===== config.mk =====
export PLATFORM = sky130hd
export DESIGN_NAME = l2qa_conv
export DESIGN_NICKNAME = d
export VERILOG_FILES = /design/src/l2qa_pkg.sv /design/src/l2qa_conv.sv
export SDC_FILE = /design/constraint.sdc
export NUM_CORES = 1
export LEC_CHECK = 0
export BUFFER_PORTS_ARGS = -buffer_cell sky130_fd_sc_hd__buf_4
export CAP_MARGIN = 15
export CORE_MARGIN = 3
export CORE_UTILIZATION = 30
export CTS_CLUSTER_DIAMETER = 150
export DETAILED_ROUTE_END_ITERATION = 7
export GPL_ROUTABILITY_DRIVEN = 1
export GPL_TIMING_DRIVEN = 1
export SYNTH_ARGS = -nofsm -noshare
export SYNTH_HDL_FRONTEND = slang
export SYNTH_SLANG_ARGS = --single-unit

===== constraint.sdc =====
create_clock -name clk -period 15.1 [get_ports clk]
set_input_delay 0.755 -clock clk [delete_from_list [all_inputs] [get_ports clk]]
set_output_delay 0.755 -clock clk [all_outputs]
set_load 0.02 [all_outputs]

===== src/l2qa_pkg.sv =====
// Package for the quadratic log2 approximation block.
// Shared constants, stage payload types and a helper function; no dependencies.
package l2qa_pkg;

    localparam logic [63:0] ONE_PATTERN = 64'h3FF0_0000_0000_0000;
    localparam int          FRAC_W      = 52;
    localparam int          HALF_W      = 26;
    localparam int          SQ_SHIFT    = 25;
    localparam int          EXP_BIAS    = 1023;
    localparam int          SCALE_SHIFT = 52;

    // ceil(2^56/3): q = (n * RECIP3) >> 56 is exact floor(n/3) for n < 2^54
    localparam logic [54:0] RECIP3      = 55'h55_5555_5555_5556;

    // after multiply stage
    typedef struct packed {
        logic [63:0] d;
        logic [51:0] f;
        logic [51:0] hh;
        logic [51:0] hl;
    } l2qa_mul_t;

    // after square / difference stage
    typedef struct packed {
        logic [63:0] d;
        logic        neg;
        logic [52:0] diff;
    } l2qa_diff_t;

    // after reciprocal partial products: diff split 27/26, RECIP3 split 27/28
    typedef struct packed {
        logic [63:0] d;
        logic        neg;
        logic [53:0] pp_hh;
        logic [54:0] pp_hl;
        logic [52:0] pp_lh;
        logic [53:0] pp_ll;
    } l2qa_part_t;

    // after divide-by-3 stage
    typedef struct packed {
        logic [63:0] sum;
    } l2qa_sum_t;

    // after leading-one stage
    typedef struct packed {
        logic        sign;
        logic [63:0] mag;
        logic [5:0]  msb;
        logic        zero;
    } l2qa_norm_t;

    // position of the most significant set bit
    function automatic logic [5:0] lead_one(input logic [63:0] v);
        logic [5:0] p;
        p = '0;
        for (int i = 0; i < 64; i++)
        begin
            if (v[i])
            begin
                p = 6'(i);
            end
        end
        return p;
    endfunction

endpackage


===== src/l2qa_conv.sv =====
// Integer to scaled binary64 conversion: magnitude and leading one, then round/pack.
// Two register stages with stall; depends on l2qa_pkg.
module l2qa_conv
    import l2qa_pkg::*;
(
    input  logic        clk,
    input  logic        rst_n,
    input  logic        en,
    input  logic        in_valid,
    input  l2qa_sum_t   in_data,
    output logic        out_valid,
    output logic [63:0] out_bits
);
    logic       v4_reg, v5_reg;
    l2qa_norm_t s4_reg, s4_next;
    logic [63:0] res5_reg, res5_next;

    always_comb
    begin
        s4_next.sign = in_data.sum[63];
        s4_next.mag  = s4_next.sign ? (64'd0 - in_data.sum) : in_data.sum;
        s4_next.msb  = lead_one(s4_next.mag);
        s4_next.zero = (s4_next.mag == 64'd0);
    end

    always_comb
    begin
        logic [63:0] aligned, rem, half;
        logic [53:0] mant;
        logic [10:0] biased;
        logic [5:0]  r;
        biased = 11'(int'(s4_reg.msb) - SCALE_SHIFT + EXP_BIAS);
        aligned = '0;
        rem = '0;
        half = '0;
        if (s4_reg.msb <= 6'd52)
        begin
            r = 6'd52 - s4_reg.msb;
            mant = {1'b0, 53'(s4_reg.mag << r)};
        end
        else
        begin
            r = s4_reg.msb - 6'd52;
            aligned = s4_reg.mag >> r;
            rem  = s4_reg.mag & ((64'd1 << r) - 64'd1);
            half = 64'd1 << (r - 6'd1);
            mant = {1'b0, aligned[52:0]};
            if (rem > half || (rem == half && aligned[0]))
            begin
                mant = mant + 54'd1;
            end
            if (mant[53])
            begin
                mant = mant >> 1;
                biased = biased + 11'd1;
            end
        end
        res5_next = s4_reg.zero ? 64'd0 : {s4_reg.sign, biased, mant[51:0]};
    end

    always_ff @(posedge clk or negedge rst_n)
    begin
        if (!rst_n)
        begin
            v4_reg <= 1'b0;
            v5_reg <= 1'b0;
        end
        else if (en)
        begin
            v4_reg <= in_valid;
            v5_reg <= v4_reg;
        end
    end

    always_ff @(posedge clk)
    begin
        if (en)
        begin
            s4_reg   <= s4_next;
            res5_reg <= res5_next;
        end
    end

    assign out_valid = v5_reg;
    assign out_bits  = res5_reg;
endmodule


==> results.yml <==
finish:
  synthToLayoutAreaGrowth_pct: 10.5
  largest_reg_flops: 72
  nFillCells: 7324
  drive_gt1_frac: 0.158
  nNetsFinal: 2686
  stdcell_count: 3473
  multi_input_comb_area_um2: 15700
  seq_area_um2: 4130
die:
  rows: 95
  die_y_um: 269
  ios: 133
  die_width_um: 269
  core_area_um2: 68000
  die-area_um2: 72600
  start_util: 0.306
global_route:
  antenna_found_initial: 3
  grt_pass1_vias: 20200
  overflow: 0
  grt_pass1_wl_um: 139000
  grt_max_degree: 83
  grt.total_usage: 0.253
critical_path:
  endpoint: "out_bits[49]$_SDFFCE_PP0P_"
  crit_buf_inv: 2
  r2r_cells: 24
  crit_family: "simple AND/OR/NAND/NOR gates"
  crit_path_end_kind: "flop"
  setup.worst_path.class: "reg -> reg"
  max_stage_delay_ns: 0.76
  r2r-end: "out_bits[49]$_SDFFCE_PP0P_"
  start_kind: "flop"
  cp_data_arrival_time_ns: 11.23
  crit_path_cell_trace: "clkinv_1, ha_4, buf_4, and2_1, nand3_1, ha_1, o21ai_0, or2_2, a21oi_1, nand2_1, a21oi_1, and3_1, o32ai_1, and3_1, ha_1, nand4_1, nor4_1, nand4_1, o211ai_1, nand3_1, nor4_4, xor2_1, nand2_1, a31oi_1"
  cp.depth: 24
  crit_path_start: "s4_reg[3]$_SDFFCE_PP1P_"
  critPathRequiredTime_ns: 15.40
  worst-r2r-setup-slack_ns: 4.17
  path_max_fanout: 64
  r2r_start: "s4_reg[3]$_SDFFCE_PP1P_"
  critPathSlowestCell: "o211ai_1"
detailed_routing:
  wl_um: 95400
  num_vias: 22000
  drc: 0
  first_iter_violations: 3434
  first_pass_iters: 6
  drt-vias-per-instance: 6.35
  ant_nets: 0
  wl_per_cell_um: 27.5
outcome:
  status: "complete, no violations"
sta:
  fin_crit_sh: 0.724
  clock_skew_ns: 0.0236
  worst_hold_slack_ns: 0.0461
  fmax_ghz: 0.0915
  finalHoldViolations: 0
  worst_pin_slew_ns: 1.27
  drv_slew: 0
  rsz0062_at_grt: "no"
  finalSetupViolations: 0
  relSlewSlack: 0.154
  post-route-min-period_ns: 10.93
  tns_ns: 0
cts:
  root_buffer: "clkbuf_16"
  cts_tree: "built"
  clk_latency_ns: 0.50
  cts-buffers-inserted: 17
  postCtsResizedCells: 0
  htreeDepth: 4
  ctsHoldBuffers: 0
  clock_path_buffers: 2
  clock-sinks: 138
  path_clk_slew_ns: 0.08
  post_cts.repair.setup_buffers: 0
synth:
  synthMuxAreaShare: 0.190
  synth_edf_count: 136
  syn_nets: 2695
  yosys-top-cells-area: "edfxtp_1 20%, mux4_2 9.3%, nand2_1 6.5%, mux2i_1 5.7%, ha_1 4.8%"
  synth_compound_area_frac: 0.225
  async_flop_share: 0.0145
  synthDominantCellAreaShare: 0.196
  synthSimpleGateAreaFrac: 0.234
  synth_top_family_by_area: "simple AND/OR/NAND/NOR gates"
  yosysUniqueCellTypes: 99
  synth_seq_cells: 138
  synth-xor-area-share: 0.0509
  synth_flop_cell: "edfxtp_1"
  synth_top_area_cell: "edfxtp_1"
  synth_seq_area_share: 0.199
  synth_area_um2: 20800
  syn_inst: 2547
  avgSynthCellArea_um2: 8.18
  synth_adder_area_share: 0.0481
  synth_warnings: 0
run:
  cap_viol_max_count: 0
placed_design:
  io_buffer_count: 132
  placed_cells_incl_taps: 3439
  gp_congestion: 1.03
  dp_hpwl_um: 72000
power:
  vdd_ir_drop_max_v: 0.0000847
  leakage_nw: 8.27
  p_total_w: 0.00251
  p_per_area_nw_per_um2: 109
min_path:
  hold_path_class: "in -> async"
## stage by stage
step                       util  setup WS (ns)  instance area (µm²)
after floorplan               -           6.46                20800
after global placement    0.330           4.87                22400
after detailed placement  0.330           4.59                22400
after CTS                 0.338           4.53                23000
after global routing      0.338           3.44                23000
final                     0.338           4.17                23000
## metal layers
layer	global-route usage	share of wire	vias to the layer above
met2	0.376	0.43	1527
met1	0.335	0.40	10500
met4	0.147	0.067	0
li1	-	-	9701
met3	0.0575	0.11	319
met5	0	0	-
## synth_stat cells, drive strengths merged (34+ instances only)
library cell	n
a21oi	137
a31oi	35
and2	52
buf	75
clkbuf	131
edfxtp	136
ha	80
inv	41
mux2	45
mux2i	118
mux4	99
nand2	361
nand3	78
nand4	34
nor2	198
nor3	70
o211ai	37
o21ai	156
o31ai	35
xnor2	78
xor2	43
## logic make-up after synthesis
group,count (synthesis)
AOI/OAI and AO/OA,694
xor gates and xnor gates,121
adders and majority gates,80
buffers and inverters,247
DFF,138
muxes,262
and+or+nand+nor,1005
## power by group
group,total [W],switching (W),internal [W]
clock,0.000418,0.000183,0.000235
combinational,0.00153,0.000976,0.000551
sequential,0.000566,0.0000941,0.000472
total,0.00251,0.00125,0.00126
## cell usage in the layout, fill, tap and decap left out, types with 28 or more instances in the layout
cell / netlist / layout
nand2_1: 361 / 361
o31ai_1: 35 / 35
nand3_1: 78 / 78
nand4_1: 33 / 33
o21a_1: 31 / 31
xnor2_1: 78 / 73
nor4_1: 28 / 28
inv_1: 40 / 39
mux4_2: 86 / 86
and3_1: 30 / 30
nor3_1: 70 / 69
nor2_1: 196 / 193
mux2i_1: 118 / 118
ha_1: 80 / 77
o211ai_1: 37 / 37
and2_1: 52 / 52
xor2_1: 43 / 41
a211oi_1: 29 / 29
nor2b_1: 31 / 31
edfxtp_1: 136 / 136
o21ai_0: 154 / 154
a21oi_1: 136 / 135
a31oi_1: 35 / 35
mux2_2: 45 / 45
buf_4: 6 / 177
## how the worst min path moves through the flow
stage | endpoint | slack (ns) | cells after the start
2_1_floorplan | out_valid$_DFFE_PN0P_ | 0.46 | 0
3_3_place_gp | v4_reg$_DFFE_PN0P_ | 0.49 | 1
3_5_place_dp | v4_reg$_DFFE_PN0P_ | 0.50 | 1
4_1_cts | v4_reg$_DFFE_PN0P_ | 0.01 | 1
5_1_grt | v4_reg$_DFFE_PN0P_ | 0.02 | 1
6_report | v4_reg$_DFFE_PN0P_ | 0.05 | 1
## layout make-up
cell class	count	share of cell area
flip-flops and latches	138	0.180
repair buffers	178	0.0582
clock buffers	19	0.0197
diodes	1	0.000109
multi-input cells	2162	0.680
inverters	41	0.00669
clock inverters	13	0.00517
well taps	921	0.0501
Power figures use the tool's default switching activity.
